### src/rtl/vmd_pkg.sv
`default_nettype none
// ----------------------------------------------------------------------------
// vmd_pkg: shared types and constants of the message deframer
// Result kinds, status codes, header byte positions and queue sizing.
// ----------------------------------------------------------------------------
package vmd_pkg;

    typedef enum logic [1:0] {
        KIND_HDR = 2'd0,
        KIND_V1  = 2'd1,
        KIND_V2  = 2'd2,
        KIND_ERR = 2'd3
    } t_kind;

    typedef enum logic [2:0] {
        ST_OK       = 3'd0,
        ST_HDR_CRC  = 3'd1,
        ST_FRM_CRC  = 3'd2,
        ST_BAD_VER  = 3'd3,
        ST_LENGTH   = 3'd4,
        ST_V2_CRC   = 3'd5
    } t_status;

    localparam int POS_W = 11;
    localparam logic [POS_W-1:0] POS_MAX = 11'd2047;

    // header byte positions
    localparam logic [POS_W-1:0] P_SYNC     = 11'd0;
    localparam logic [POS_W-1:0] P_DEST_LO  = 11'd1;
    localparam logic [POS_W-1:0] P_DEST_HI  = 11'd2;
    localparam logic [POS_W-1:0] P_SRC_LO   = 11'd3;
    localparam logic [POS_W-1:0] P_SRC_HI   = 11'd4;
    localparam logic [POS_W-1:0] P_VERSION  = 11'd5;
    localparam logic [POS_W-1:0] P_CMD_LO   = 11'd6;
    localparam logic [POS_W-1:0] P_CMD_HI   = 11'd7;
    localparam logic [POS_W-1:0] P_FRAMES   = 11'd8;
    localparam logic [POS_W-1:0] P_HDR_CRC  = 11'd9;
    localparam logic [POS_W-1:0] P_V2_DLAST = 11'd13;
    localparam logic [POS_W-1:0] P_V2_SEPT  = 11'd14;
    localparam logic [POS_W-1:0] P_V2_CRC   = 11'd15;

    localparam logic [6:0] CSUM_INIT = 7'h7F;
    localparam logic [3:0] VER_V1    = 4'd1;
    localparam logic [3:0] VER_V2    = 4'd2;

    // frame layout: four data bytes, septet, checksum
    localparam logic [2:0] FRM_SEPT_IDX = 3'd4;
    localparam logic [2:0] FRM_CRC_IDX  = 3'd5;
    localparam int         DATA_DEPTH   = 6;

    localparam int FIFO_DEPTH = 4;
    localparam int FIFO_AW    = $clog2(FIFO_DEPTH);
    localparam int FIFO_LW    = $clog2(FIFO_DEPTH + 1);

    typedef struct packed {
        t_kind        kind;
        t_status      status;
        logic [15:0]  dest;
        logic [15:0]  src;
        logic [15:0]  cmd;
        logic [7:0]   frame;
        logic [31:0]  payload;
        logic [15:0]  pid;
        logic         last;
    } t_result;

    // up to two result words produced by one message byte
    typedef struct packed {
        logic [1:0] cnt;
        t_result    r0;
        t_result    r1;
    } t_push;

endpackage
`default_nettype wire

### src/rtl/vmd_if.sv
`default_nettype none
// ----------------------------------------------------------------------------
// vmd_if: valid/ready channels of the message deframer
// Byte input channel and result output channel.
// ----------------------------------------------------------------------------
interface vmd_in_if;
    logic       valid;
    logic       ready;
    logic [7:0] rx_byte;
    logic       msg_start;
    logic       msg_end;

    modport source (output valid, rx_byte, msg_start, msg_end, input ready);
    modport sink   (input valid, rx_byte, msg_start, msg_end, output ready);
endinterface

interface vmd_out_if;
    logic        valid;
    logic        ready;
    logic [1:0]  result_kind;
    logic [2:0]  status;
    logic [15:0] dest_address;
    logic [15:0] src_address;
    logic [15:0] command_word;
    logic [7:0]  frame_number;
    logic [31:0] payload_word;
    logic [15:0] point_id;
    logic        last_of_message;

    modport source (output valid, result_kind, status, dest_address, src_address,
                    command_word, frame_number, payload_word, point_id,
                    last_of_message, input ready);
    modport sink   (input valid, result_kind, status, dest_address, src_address,
                    command_word, frame_number, payload_word, point_id,
                    last_of_message, output ready);
endinterface
`default_nettype wire

### src/rtl/vmd_decode.sv
`default_nettype none
// ----------------------------------------------------------------------------
// vmd_decode: byte register, message state and per-byte decode
// Registers each accepted byte, then updates the message state and forms
// the result words that byte causes.
// ----------------------------------------------------------------------------
module vmd_decode (
    input  wire logic          i_clk,
    input  wire logic          i_rst_n,
    input  wire logic          i_take,
    input  wire logic [7:0]    i_rx_byte,
    input  wire logic          i_msg_start,
    input  wire logic          i_msg_end,
    output vmd_pkg::t_push     o_push
);
    import vmd_pkg::*;

    // input register
    logic             r_in_valid;
    logic [7:0]       r_byte;
    logic             r_st;
    logic             r_en;

    // message state
    logic [POS_W-1:0] r_pos,   n_pos;
    logic [6:0]       r_csum,  n_csum;
    logic [15:0]      r_dest,  n_dest;
    logic [15:0]      r_src,   n_src;
    logic [15:0]      r_cmd,   n_cmd;
    logic [3:0]       r_ver,   n_ver;
    logic [7:0]       r_fexp,  n_fexp;
    logic [7:0]       r_fcnt,  n_fcnt;
    logic [2:0]       r_fidx,  n_fidx;
    logic             r_lat,   n_lat;
    logic [6:0]       r_data [DATA_DEPTH];

    logic             d_we;
    logic [2:0]       d_idx;
    logic [POS_W-1:0] p;
    logic [POS_W-1:0] last_pos;
    t_status          err;
    logic             complete;
    logic             a_vld, b_vld;
    t_result          res_a, res_b, res_e;
    logic [6:0]       sep;
    logic [7:0]       e_fexp;

    function automatic t_result mk(t_kind k, t_status s, logic [15:0] d,
                                   logic [15:0] sr, logic [15:0] c, logic [7:0] f,
                                   logic [31:0] pl, logic [15:0] id);
        t_result r;
        r.kind    = k;
        r.status  = s;
        r.dest    = d;
        r.src     = sr;
        r.cmd     = c;
        r.frame   = f;
        r.payload = pl;
        r.pid     = id;
        r.last    = 1'b0;
        return r;
    endfunction

    always_ff @(posedge i_clk) begin
        if (!i_rst_n) begin
            r_in_valid <= 1'b0;
        end else begin
            r_in_valid <= i_take;
        end
        if (i_take) begin
            r_byte <= i_rx_byte;
            r_st   <= i_msg_start;
            r_en   <= i_msg_end;
        end
    end

    always_ff @(posedge i_clk) begin
        if (!i_rst_n) begin
            r_pos  <= '0;
            r_csum <= CSUM_INIT;
            r_dest <= '0;
            r_src  <= '0;
            r_cmd  <= '0;
            r_ver  <= '0;
            r_fexp <= '0;
            r_fcnt <= '0;
            r_fidx <= '0;
            r_lat  <= 1'b0;
        end else begin
            r_pos  <= n_pos;
            r_csum <= n_csum;
            r_dest <= n_dest;
            r_src  <= n_src;
            r_cmd  <= n_cmd;
            r_ver  <= n_ver;
            r_fexp <= n_fexp;
            r_fcnt <= n_fcnt;
            r_fidx <= n_fidx;
            r_lat  <= n_lat;
        end
    end

    always_ff @(posedge i_clk) begin
        if (d_we) begin
            r_data[d_idx] <= r_byte[6:0];
        end
    end

    // frame count as seen by this byte, before any update at the count byte
    assign e_fexp   = (r_in_valid && r_st) ? 8'd0 : r_fexp;
    assign last_pos = P_HDR_CRC + {1'b0, e_fexp, 2'b00} + {2'b00, e_fexp, 1'b0};

    always_comb begin
        n_pos    = r_pos;
        n_csum   = r_csum;
        n_dest   = r_dest;
        n_src    = r_src;
        n_cmd    = r_cmd;
        n_ver    = r_ver;
        n_fexp   = r_fexp;
        n_fcnt   = r_fcnt;
        n_fidx   = r_fidx;
        n_lat    = r_lat;
        d_we     = 1'b0;
        d_idx    = '0;
        p        = '0;
        err      = ST_OK;
        complete = 1'b0;
        a_vld    = 1'b0;
        b_vld    = 1'b0;
        sep      = '0;
        res_a    = '0;
        res_b    = '0;
        if (r_in_valid) begin
            if (r_st) begin
                n_pos  = '0;
                n_csum = CSUM_INIT;
                n_dest = '0;
                n_src  = '0;
                n_cmd  = '0;
                n_ver  = '0;
                n_fexp = '0;
                n_fcnt = '0;
                n_lat  = 1'b0;
            end
            p = n_pos;
            if (n_pos != POS_MAX) begin
                n_pos = n_pos + 1'b1;
            end
            if (!n_lat) begin
                if (p == P_SYNC) begin
                    // sync byte: nothing to capture
                end else if (p <= P_CMD_HI) begin
                    n_csum = n_csum - r_byte[6:0];
                    case (p)
                        P_DEST_LO: n_dest[7:0]  = r_byte;
                        P_DEST_HI: n_dest[15:8] = r_byte;
                        P_SRC_LO:  n_src[7:0]   = r_byte;
                        P_SRC_HI:  n_src[15:8]  = r_byte;
                        P_VERSION: begin
                            n_ver = r_byte[7:4];
                            if (!(n_ver inside {VER_V1, VER_V2})) begin
                                err = ST_BAD_VER;
                            end
                        end
                        P_CMD_LO:  n_cmd[7:0]   = r_byte;
                        default:   n_cmd[15:8]  = r_byte;
                    endcase
                end else if (n_ver == VER_V1) begin
                    if (p == P_FRAMES) begin
                        n_csum = n_csum - r_byte[6:0];
                        n_fexp = r_byte;
                    end else if (p == P_HDR_CRC) begin
                        if (r_byte != {1'b0, n_csum}) begin
                            err = ST_HDR_CRC;
                        end else begin
                            a_vld = 1'b1;
                            res_a = mk(KIND_HDR, ST_OK, n_dest, n_src, n_cmd, n_fexp,
                                       '0, '0);
                        end
                        n_csum = CSUM_INIT;
                        n_fidx = '0;
                    end else if (p > last_pos) begin
                        err = ST_LENGTH;
                    end else if (n_fidx != FRM_CRC_IDX) begin
                        d_we   = 1'b1;
                        d_idx  = n_fidx;
                        n_csum = n_csum - r_byte[6:0];
                        n_fidx = n_fidx + 1'b1;
                    end else begin
                        if (r_byte != {1'b0, n_csum}) begin
                            err = ST_FRM_CRC;
                        end else begin
                            sep   = r_data[FRM_SEPT_IDX];
                            a_vld = 1'b1;
                            res_a = mk(KIND_V1, ST_OK, n_dest, n_src, n_cmd, n_fcnt,
                                       {sep[3], r_data[3], sep[2], r_data[2],
                                        sep[1], r_data[1], sep[0], r_data[0]}, '0);
                            n_fcnt = n_fcnt + 1'b1;
                        end
                        n_csum = CSUM_INIT;
                        n_fidx = '0;
                    end
                    if (err == ST_OK && p == last_pos) begin
                        complete = 1'b1;
                    end
                end else begin
                    if (p <= P_V2_DLAST) begin
                        d_we   = 1'b1;
                        d_idx  = p[2:0];
                        n_csum = n_csum - r_byte[6:0];
                    end else if (p == P_V2_SEPT) begin
                        n_fexp = {1'b0, r_byte[6:0]};
                        n_csum = n_csum - r_byte[6:0];
                    end else if (p == P_V2_CRC) begin
                        if (r_byte != {1'b0, n_csum}) begin
                            err = ST_V2_CRC;
                        end else begin
                            sep   = n_fexp[6:0];
                            a_vld = 1'b1;
                            b_vld = 1'b1;
                            res_a = mk(KIND_HDR, ST_OK, n_dest, n_src, n_cmd, '0, '0, '0);
                            res_b = mk(KIND_V2, ST_OK, n_dest, n_src, n_cmd, '0,
                                       {sep[5], r_data[5], sep[4], r_data[4],
                                        sep[3], r_data[3], sep[2], r_data[2]},
                                       {sep[1], r_data[1], sep[0], r_data[0]});
                            complete = 1'b1;
                        end
                    end else begin
                        err = ST_LENGTH;
                    end
                end
                // end mark must land on the expected last byte
                if (err == ST_OK && r_en) begin
                    if (complete && a_vld) begin
                        if (b_vld) begin
                            res_b.last = 1'b1;
                        end else begin
                            res_a.last = 1'b1;
                        end
                    end else begin
                        err = ST_LENGTH;
                    end
                end
                if (err != ST_OK || r_en) begin
                    n_lat = 1'b1;
                end
            end
        end
    end

    always_comb begin
        res_e      = mk(KIND_ERR, err, n_dest, n_src, n_cmd, n_fcnt, '0, '0);
        res_e.last = 1'b1;
        o_push     = '0;
        if (err != ST_OK) begin
            if (a_vld) begin
                o_push.cnt = 2'd2;
                o_push.r0  = res_a;
                o_push.r1  = res_e;
            end else begin
                o_push.cnt = 2'd1;
                o_push.r0  = res_e;
            end
        end else if (b_vld) begin
            o_push.cnt = 2'd2;
            o_push.r0  = res_a;
            o_push.r1  = res_b;
        end else if (a_vld) begin
            o_push.cnt = 2'd1;
            o_push.r0  = res_a;
        end
    end

endmodule
`default_nettype wire

### src/rtl/vmd_res_fifo.sv
`default_nettype none
// ----------------------------------------------------------------------------
// vmd_res_fifo: result queue
// Takes up to two result words per cycle, hands out one per cycle.
// ----------------------------------------------------------------------------
module vmd_res_fifo (
    input  wire logic                     i_clk,
    input  wire logic                     i_rst_n,
    input  wire vmd_pkg::t_push           i_push,
    input  wire logic                     i_pop,
    output logic [vmd_pkg::FIFO_LW-1:0]   o_level,
    output vmd_pkg::t_result              o_head
);
    import vmd_pkg::*;

    t_result            r_mem [FIFO_DEPTH];
    logic [FIFO_AW-1:0] r_wp, n_wp;
    logic [FIFO_AW-1:0] r_rp, n_rp;
    logic [FIFO_LW-1:0] r_lvl, n_lvl;

    always_ff @(posedge i_clk) begin
        if (i_push.cnt != 2'd0) begin
            r_mem[r_wp] <= i_push.r0;
        end
        if (i_push.cnt == 2'd2) begin
            r_mem[r_wp + 1'b1] <= i_push.r1;
        end
    end

    always_comb begin
        n_wp  = r_wp + FIFO_AW'(i_push.cnt);
        n_rp  = r_rp + FIFO_AW'(i_pop);
        n_lvl = r_lvl + FIFO_LW'(i_push.cnt) - FIFO_LW'(i_pop);
    end

    always_ff @(posedge i_clk) begin
        if (!i_rst_n) begin
            r_wp  <= '0;
            r_rp  <= '0;
            r_lvl <= '0;
        end else begin
            r_wp  <= n_wp;
            r_rp  <= n_rp;
            r_lvl <= n_lvl;
        end
    end

    assign o_level = r_lvl;
    assign o_head  = r_mem[r_rp];

endmodule
`default_nettype wire

### src/rtl/vbus_message_deframer_top.sv
`default_nettype none
// Path: a byte accepted by the input is held in the byte register, and its
//   results reach the output channel through the result queue.
// Throughput: one byte per cycle while the queue has room; the input is held off
//   until the four-entry result queue drains enough for two more words.
// Reset: synchronous, active low; holds the input off, clears the message
//   state and empties the queue. Stored data bytes are not reset.
// ----------------------------------------------------------------------------
// vbus_message_deframer_top: field-bus message deframer
// Checks header and frame checksums, restores payload bytes from the septet
// and reports header, payload, data point and error results.
// ----------------------------------------------------------------------------
module vbus_message_deframer_top (
    input  wire logic  i_clk,
    input  wire logic  i_rst_n,
    vmd_in_if.sink     i_in,
    vmd_out_if.source  o_out
);
    import vmd_pkg::*;

    logic               w_take;
    logic               w_pop;
    t_push              w_push;
    t_result            w_head;
    logic [FIFO_LW-1:0] w_level;
    logic [FIFO_LW:0]   w_after;

    // Decode stage: byte register, message state, result formation.
    vmd_decode u_decode (
        .i_clk       (i_clk),
        .i_rst_n     (i_rst_n),
        .i_take      (w_take),
        .i_rx_byte   (i_in.rx_byte),
        .i_msg_start (i_in.msg_start),
        .i_msg_end   (i_in.msg_end),
        .o_push      (w_push)
    );

    // Result queue between the decode stage and the output channel.
    vmd_res_fifo u_fifo (
        .i_clk   (i_clk),
        .i_rst_n (i_rst_n),
        .i_push  (w_push),
        .i_pop   (w_pop),
        .o_level (w_level),
        .o_head  (w_head)
    );

    // Queue fill once the byte in the decode stage has landed; a new byte may
    // enter only if two more words still fit behind that. Hold the input off
    // while reset is applied.
    assign w_after    = {1'b0, w_level} + (FIFO_LW + 1)'(w_push.cnt);
    assign i_in.ready = i_rst_n && (w_after <= (FIFO_LW + 1)'(FIFO_DEPTH - 2));
    assign w_take     = i_in.valid && i_in.ready;

    // Output channel straight from the queue head.
    assign o_out.valid           = (w_level != '0);
    assign w_pop                 = o_out.valid && o_out.ready;
    assign o_out.result_kind     = w_head.kind;
    assign o_out.status          = w_head.status;
    assign o_out.dest_address    = w_head.dest;
    assign o_out.src_address     = w_head.src;
    assign o_out.command_word    = w_head.cmd;
    assign o_out.frame_number    = w_head.frame;
    assign o_out.payload_word    = w_head.payload;
    assign o_out.point_id        = w_head.pid;
    assign o_out.last_of_message = w_head.last;

    // Queue never overflows when the decode stage pushes.
    a_no_overflow: assert property (@(posedge i_clk) disable iff (!i_rst_n)
        (w_push.cnt != 2'd0) |-> (w_after <= (FIFO_LW + 1)'(FIFO_DEPTH)))
        else $error("result queue overflow");

    // An error word always closes its message.
    a_err_last: assert property (@(posedge i_clk) disable iff (!i_rst_n)
        (o_out.valid && o_out.result_kind == KIND_ERR) |-> o_out.last_of_message)
        else $error("error result without last mark");

    // With two words, the first is never the error.
    a_err_second: assert property (@(posedge i_clk) disable iff (!i_rst_n)
        (w_push.cnt == 2'd2) |-> (w_push.r0.kind != KIND_ERR))
        else $error("error pushed ahead of a normal result");

    // An accepted byte enters the decode stage through the byte register, so a
    // push only ever follows an accept in the cycle before.
    a_push_after_take: assert property (@(posedge i_clk) disable iff (!i_rst_n)
        (w_push.cnt != 2'd0) |-> $past(w_take))
        else $error("result pushed without a byte");

endmodule
`default_nettype wire
### src/flat_wrapper.sv
// flat-port wrapper written by rule: the top's interface ports become plain ports
module vbus_message_deframer_top_flat import vmd_pkg::*;
  (i_clk, i_rst_n, i_in_valid, i_in_rx_byte, i_in_msg_start, i_in_msg_end, i_in_ready, o_out_valid, o_out_result_kind, o_out_status, o_out_dest_address, o_out_src_address, o_out_command_word, o_out_frame_number, o_out_payload_word, o_out_point_id, o_out_last_of_message, o_out_ready);
  vmd_in_if i_in_i ();
  vmd_out_if o_out_i ();
  input  wire logic i_clk;
  input  wire logic i_rst_n;
  input wire logic [$bits(i_in_i.valid)-1:0] i_in_valid;
  input wire logic [$bits(i_in_i.rx_byte)-1:0] i_in_rx_byte;
  input wire logic [$bits(i_in_i.msg_start)-1:0] i_in_msg_start;
  input wire logic [$bits(i_in_i.msg_end)-1:0] i_in_msg_end;
  output wire logic [$bits(i_in_i.ready)-1:0] i_in_ready;
  output wire logic [$bits(o_out_i.valid)-1:0] o_out_valid;
  output wire logic [$bits(o_out_i.result_kind)-1:0] o_out_result_kind;
  output wire logic [$bits(o_out_i.status)-1:0] o_out_status;
  output wire logic [$bits(o_out_i.dest_address)-1:0] o_out_dest_address;
  output wire logic [$bits(o_out_i.src_address)-1:0] o_out_src_address;
  output wire logic [$bits(o_out_i.command_word)-1:0] o_out_command_word;
  output wire logic [$bits(o_out_i.frame_number)-1:0] o_out_frame_number;
  output wire logic [$bits(o_out_i.payload_word)-1:0] o_out_payload_word;
  output wire logic [$bits(o_out_i.point_id)-1:0] o_out_point_id;
  output wire logic [$bits(o_out_i.last_of_message)-1:0] o_out_last_of_message;
  input wire logic [$bits(o_out_i.ready)-1:0] o_out_ready;
  assign i_in_i.valid = i_in_valid;
  assign i_in_i.rx_byte = i_in_rx_byte;
  assign i_in_i.msg_start = i_in_msg_start;
  assign i_in_i.msg_end = i_in_msg_end;
  assign i_in_ready = i_in_i.ready;
  assign o_out_valid = o_out_i.valid;
  assign o_out_result_kind = o_out_i.result_kind;
  assign o_out_status = o_out_i.status;
  assign o_out_dest_address = o_out_i.dest_address;
  assign o_out_src_address = o_out_i.src_address;
  assign o_out_command_word = o_out_i.command_word;
  assign o_out_frame_number = o_out_i.frame_number;
  assign o_out_payload_word = o_out_i.payload_word;
  assign o_out_point_id = o_out_i.point_id;
  assign o_out_last_of_message = o_out_i.last_of_message;
  assign o_out_i.ready = o_out_ready;
  vbus_message_deframer_top u_core (.i_clk(i_clk), .i_rst_n(i_rst_n), .i_in(i_in_i), .o_out(o_out_i));
endmodule
### config.mk
export PLATFORM = sky130hd
export DESIGN_NAME = vbus_message_deframer_top_flat
export DESIGN_NICKNAME = d
export VERILOG_FILES = /design/src/rtl/vmd_pkg.sv /design/src/rtl/vmd_if.sv /design/src/rtl/vmd_decode.sv /design/src/rtl/vmd_res_fifo.sv /design/src/rtl/vbus_message_deframer_top.sv /design/src/flat_wrapper.sv
export SDC_FILE = /design/constraint.sdc
export NUM_CORES = 1
export LEC_CHECK = 0
export CAP_MARGIN = 20
export CELL_PAD_IN_SITES_DETAIL_PLACEMENT = 1
export CELL_PAD_IN_SITES_GLOBAL_PLACEMENT = 2
export CORE_UTILIZATION = 51
export CTS_CLUSTER_SIZE = 30
export DETAILED_ROUTE_END_ITERATION = 12
export DONT_BUFFER_PORTS = 1
export PLACE_DENSITY_LB_ADDON = 0.1
export SKIP_LAST_GASP = 1
export SLEW_MARGIN = 10
export SYNTH_ARGS = -nofsm -noshare
export SYNTH_HDL_FRONTEND = slang
export SYNTH_HIERARCHICAL = 1
export SYNTH_SLANG_ARGS = --single-unit
export TNS_END_PERCENT = 1
### constraint.sdc
create_clock -name i_clk -period 29.5 [get_ports i_clk]
set_clock_uncertainty 0.1 [all_clocks]
set_input_delay 5.9 -clock i_clk [delete_from_list [all_inputs] [get_ports i_clk]]
set_output_delay 5.9 -clock i_clk [all_outputs]
set_load 0.01 [all_outputs]
==> results.yml, run 1 <==
layout:
  nets: 2227
  stdcell_count: 3066
  area_growth_pct: 7.98
  layout-drive-gt1-share: 0.292
timing:
  whs_ps: 361
  fin_crit_ps: 14730
  setup_viol: 0
  worst_slack_ps: 14770
  rsz0062_at_grt: "no"
  maxSlewHeadroom: 0.240
  fmax_mhz: 67.9
  finalSetupTns_ps: 0
  slew_viol_final: 0
  worstMarginPinSlew_ps: 1130
  period_share: 0.499
  hold_violations: 0
setup_path:
  crit_arrival_ps: 8730
  start_kind: "flop"
  worst_path_most_repeated_cell: "ha_1"
  cp_top_family: "compound AO/OA/AOI/OAI gates"
  crit_fanout: 59
  critPathCaptureType: "output port"
  crit_buf_inv: 4
  crit_required_ps: 23500
  path_class: "reg2out"
  cpMaxStageDelayCell: "a211oi_4"
  cpPeakStageDelay_ps: 760
synth:
  yosys-top-cells-count: "edfxtp_1, mux2_4, and2_1, mux4_2, dfxtp_1"
  synthArstFlopShare: 0
  postSynthCellCount: 2197
  synth.most_common_cell: "edfxtp_1"
  yosys_warnings: 6
  synthesis.area_sq_um: 32400
  seq_area_frac_synth: 0.517
  synth_top_area_share: 0.456
  synth_top_flop_cell: "edfxtp_1"
  yosys.area.top_type: "edfxtp_1"
  synth_cell_types: 90
  synth_edf_count: 492
  ys_seq_elements: 590
  avgSynthCellArea_sq_um: 14.7
  synth_area_leaders: "edfxtp_1, mux2_4, mux4_2"
cts:
  cts_root_buffer: "clkbuf_16"
  cts_tree: "yes"
  hold_buffers: 0
  htree_num_levels: 3
  cts_buffers: 67
  cts_num_sinks: 590
  post_cts_buffers: 0
  clk_path_buf_depth: 3
  clk_latency_ps: 610
  clk_pin_slew_ps: 60
  post_cts_resized: 0
route:
  vias_per_cell: 6.15
  routed_wl_um: 88900
  drt-wirelength-per-cell_um: 29.0
  initialDrtViolationCount: 1396
  route.detailed.drc: 0
  dr.pass1.iters: 7
  routed-via-count: 18900
  ant_nets: 0
placed_design:
  gp_congestion: 0.857
  placed_cells: 2943
  pre_cts_slack_ps: 15400
  dp_hpwl_um: 54500
  portBuffers: 0
grt:
  overflow: 0
  grt_use_met1: 0.353
  grt_util_met2: 0.476
  grt_use_total: 0.277
  antenna_found_initial: 3
  grt_max_degree: 100
  grt_pass1_vias: 20100
  grt_pass1_wl_um: 131000
  grt_busiest_layer: "met2"
  globalRouteMet3Util: 0.0515
die:
  die_area_sq_um: 64500
  die_x_um: 254
  die_h_um: 254
  ioPinCount: 126
  rows: 92
  core_area_sq_um: 63000
  start_util: 0.514
power_and_ir_drop:
  peakVddDrop_v: 0.0000397
  power_density_nw_per_um2: 58.3
  power_leakage_uw: 0.0119
flow_run:
  cap_violations: 0
outcome:
  status: "finished clean"
min_path:
  worstHoldPathType: "reg2reg"
==> placed cells by master (no fill, tap or decap), types with 41 or more instances in the layout <==
cell type,count
nor2_1,78
and2_1,147
nand2_1,73
a22oi_1,55
dfxtp_1,96
clkbuf_16,71
buf_4,42
mux2_1,89
mux4_2,110
edfxtp_1,492
o21ai_0,41
ha_1,43
mux2_4,289
nor2b_1,85
mux2_2,62
==> area by class of cell <==
| class | instances | area, sq um |
|---|---|---|
| inverter | 44 | 165 |
| clock buffer | 97 | 1910 |
| multi-input combinational | 1419 | 14500 |
| antenna | 1 | 2.50 |
| sequential | 590 | 16700 |
| fill | 5947 | 28000 |
| tap | 846 | 1060 |
| clock inverter | 25 | 258 |
| timing repair buffer | 44 | 340 |
==> routing by layer <==
layer	vias up	share of wire	wire, um
met5	-	0	0
met4	0	0.027	2410
met3	130	0.052	4620
met2	501	0.50	44400
met1	9880	0.42	37500
li1	8352	-	-
==> cells by family (layout without fill, tap and decap cells) <==
family                   count (synthesis)  count (layout)  share of synthesized area
AO/OA/AOI/OAI                          275             275                     0.0647
XOR/XNOR                                28              28                    0.00842
adder cells (fa/ha/maj)                 47              47                     0.0191
buffers and inverters                  205             210                     0.0402
flip-flops                             590             590                      0.517
multiplexers                           552             552                      0.264
other                                    1              19                   0.000116
AND/OR/NAND/NOR                        499             499                     0.0872
==> power by group <==
group / total (uW) / switching [uW] / internal, uW
Sequential: 933 / 26.6 / 906
Clock: 829 / 340 / 488
Combinational: 279 / 159 / 120
Total: 2040 / 526 / 1510
==> metrics by stage <==
stage / instance area [sq um] / power, uW / util
2_1_floorplan: 32500 / 1150 / -
3_3_place_gp: 32800 / 1230 / 0.521
3_5_place_dp: 32800 / 1240 / 0.521
4_1_cts: 35000 / 2060 / 0.555
5_1_grt: 35000 / 2100 / 0.555
6_report: 35000 / 2040 / 0.555
==> sequential cells by signal (all words and copies together) (netlist names) <==
| signal | cells |
|---|---|
| u_core/u_decode/r_byte | 8 |
| u_core/u_decode/r_cmd | 16 |
| u_core/u_decode/r_csum | 7 |
| u_core/u_decode/r_data | 42 |
| u_core/u_decode/r_dest | 16 |
| u_core/u_decode/r_en | 1 |
| u_core/u_decode/r_fcnt | 8 |
| u_core/u_decode/r_fexp | 8 |
| u_core/u_decode/r_fidx | 3 |
| u_core/u_decode/r_in_valid | 1 |
| u_core/u_decode/r_lat | 1 |
| u_core/u_decode/r_pos | 11 |
| u_core/u_decode/r_src | 16 |
| u_core/u_decode/r_st | 1 |
| u_core/u_decode/r_ver | 4 |
| u_core/u_fifo/o_level | 3 |
| u_core/u_fifo/r_mem | 440 |
| u_core/u_fifo/r_rp | 2 |
| u_core/u_fifo/r_wp | 2 |
==> path summary, 6_finish.rpt <==
path | startpoint | end | slack [ps] | depth (start not counted)
worst min register to register | u_core/u_decode/r_csum[1] | u_core/u_decode/r_csum[1] | 360 | 1
worst max-delay path | u_core/u_decode/r_st | i_in_ready | 14770 | 29
worst min-delay path | u_core/u_decode/r_csum[1] | u_core/u_decode/r_csum[1] | 360 | 1
worst max register to register | u_core/u_decode/r_st | u_core/u_fifo/r_mem[0][40] | 18950 | 28
Power figures use the tool's default switching activity.
==> run 2, diff against run 1 <==
--- a/config.mk
+++ b/config.mk
@@ -5,10 +5,11 @@
 export SDC_FILE = /design/constraint.sdc
 export NUM_CORES = 1
 export LEC_CHECK = 0
+export ABC_AREA = 1
 export CAP_MARGIN = 20
 export CELL_PAD_IN_SITES_DETAIL_PLACEMENT = 1
 export CELL_PAD_IN_SITES_GLOBAL_PLACEMENT = 2
-export CORE_UTILIZATION = 51
+export CORE_UTILIZATION = 39
 export CTS_CLUSTER_SIZE = 30
 export DETAILED_ROUTE_END_ITERATION = 12
 export DONT_BUFFER_PORTS = 1
==> constraint.sdc (replaced) <==
create_clock -name i_clk -period 15 [get_ports i_clk]
set_clock_uncertainty 0.1 [all_clocks]
set_input_delay 3 -clock i_clk [delete_from_list [all_inputs] [get_ports i_clk]]
set_output_delay 3 -clock i_clk [all_outputs]
set_load 0.01 [all_outputs]
==> results.yml, run 2 <==
synth:
  postSynthCellCount: 4398
  synth.most_common_cell: "nand2_1"
  avgSynthCellArea_sq_um: 7.79
  yosys-top-cells-count: "nand2_1, o21ai_0, inv_1, edfxtp_1, nor2_1"
  seq_area_frac_synth: 0.489
  yosys.area.top_type: "edfxtp_1"
  synth_top_area_share: 0.431
  synthArstFlopShare: 0
  ys_seq_elements: 590
  synth_edf_count: 492
  synth_top_flop_cell: "edfxtp_1"
  synth_area_leaders: "edfxtp_1, nand2_1, o21ai_0"
  synthesis.area_sq_um: 34200
  synth_cell_types: 53
  yosys_warnings: 6
grt:
  antenna_found_initial: 3
  grt_max_degree: 241
  grt_use_total: 0.261
  overflow: 0
  grt_pass1_wl_um: 179000
  grt_pass1_vias: 29200
layout:
  nets: 4297
  largest_reg_flops: 440
  largestRegisters: "u_core/u_fifo/r_mem (440), u_core/u_decode/r_data (42)"
  layout-drive-gt1-share: 0.0519
  mostFrequentLayoutCells: "nand2_1, o21ai_0, inv_1, edfxtp_1, nor2_1"
  fillers: 10500
  final_common_cell: "nand2_1"
  largest_register: "u_core/u_fifo/r_mem"
  area_growth_pct: 8.89
  final_util: 0.429
cts:
  post_cts_buffers: 0
  hold_buffers: 0
  post_cts_resized: 0
  clk_path_buf_depth: 3
  clk_latency_ps: 660
  clk_pin_slew_ps: 50
  cts_num_sinks: 590
  cts_root_buffer: "clkbuf_16"
  cts_buffers: 73
  cts_tree: "yes"
  htree_num_levels: 3
die:
  die_area_sq_um: 89000
  die_x_um: 298
  core_area_sq_um: 86900
  die_h_um: 298
  start_util: 0.394
  rows: 108
  ioPinCount: 126
flow_run:
  cap_violations: 0
placed_design:
  gp_congestion: 0.868
  portBuffers: 0
  dp_hpwl_um: 72700
setup_path:
  cpPeakStageDelay_ps: 820
  critPathCaptureType: "output port"
  path_class: "reg2out"
  worst_path_most_repeated_cell: "nand2_1"
  cpMaxStageDelayCell: "o21ai_0"
  start_kind: "flop"
  crit_required_ps: 11900
  crit_start: "u_core/u_decode/r_st"
  crit_arrival_ps: 9240
  crit_fanout: 38
  reg2reg_from: "u_core/u_decode/r_st"
timing:
  hold_violations: 0
  fmax_mhz: 81.0
  setup_viol: 0
  period_share: 0.823
  fin_crit_ps: 12340
  worstMarginPinSlew_ps: 1080
  finalSetupTns_ps: 0
  slew_viol_final: 0
  maxSlewHeadroom: 0.280
  rsz0062_at_grt: "no"
route:
  dr.pass1.iters: 5
  drt-wirelength-per-cell_um: 21.4
  route.detailed.drc: 0
  routed-via-count: 29200
  vias_per_cell: 5.35
  ant_nets: 0
  routed_wl_um: 117000
  initialDrtViolationCount: 1970
power_and_ir_drop:
  power_leakage_uw: 0.0141
  power_density_nw_per_um2: 120
  peakVddDrop_v: 0.000177
min_path:
  min_from: "u_core/u_decode/r_csum[1]"
  worstHoldPathType: "reg2reg"
outcome:
  status: "finished clean"
## run 2: logic make-up after synthesis
family / after synthesis / share of synthesized area
other: 1 / 0.000110
AOI/OAI and AO/OA: 1090 / 0.175
buffers and inverters: 936 / 0.111
DFF: 590 / 0.489
adders and majority gates: 47 / 0.0180
and+or+nand+nor: 1718 / 0.203
xor gates and xnor gates: 16 / 0.00409
## run 2: path summary, 6_finish.rpt
check	to	slack (ps)	depth (start not counted)
worst min register to register	u_core/u_decode/r_csum[1]	370	2
worst min-delay path	u_core/u_decode/r_csum[1]	370	2
worst max-delay path	i_in_ready	2660	36
worst max register to register	u_core/u_fifo/r_mem[1][92]	4670	34
## run 2: through the flow
stage / power (uW) / setup WS [ps] / cell area, sq um / hold WS, ps / std cells
floorplan: 2460 / 5950 / 34300 / 333 / 4415
global placement: 2690 / 3540 / 34800 / 354 / 5315
detailed placement: 2700 / 3330 / 34900 / 361 / 5316
CTS: 4520 / 2610 / 37300 / 373 / 5448
global route: 4660 / 1910 / 37300 / 390 / 5448
finish: 4460 / 2660 / 37300 / 367 / 5449
## run 2: final cells by class
type                    instances  area [sq um]  area share
clock inverters                37           455      0.0122
well taps                    1155          1450      0.0388
multi-input cells            2889         13800       0.371
repair buffers                 48           430      0.0115
clock buffers                  95          1980      0.0531
inverters                     634          2380      0.0639
flip-flops and latches        590         16700       0.449
diodes                          1          2.50   0.0000671
## run 2: worst max-delay path: cells and delay by family, from the launching register on
kind	cells	cell delay, ps
flops	1	390
xor+xnor	1	90
simple gates	21	3910
buf+inv	6	1290
compound gates	3	1170
fa+ha+maj	5	1710
## run 2: layer usage
layer,vias up,share of wire,GRT usage
li1,14200,-,-
met1,14200,0.47,0.365
met2,612,0.46,0.420
met3,139,0.053,0.0439
met4,0,0.019,0.0640
met5,-,0,0
## run 2: power breakdown
part	internal (uW)	total (uW)	switching, uW	leakage (uW)
clock network	1060	1810	748	0.00118
logic	177	792	615	0.00759
registers	1800	1860	62.3	0.00530
total	3030	4460	1430	0.0141
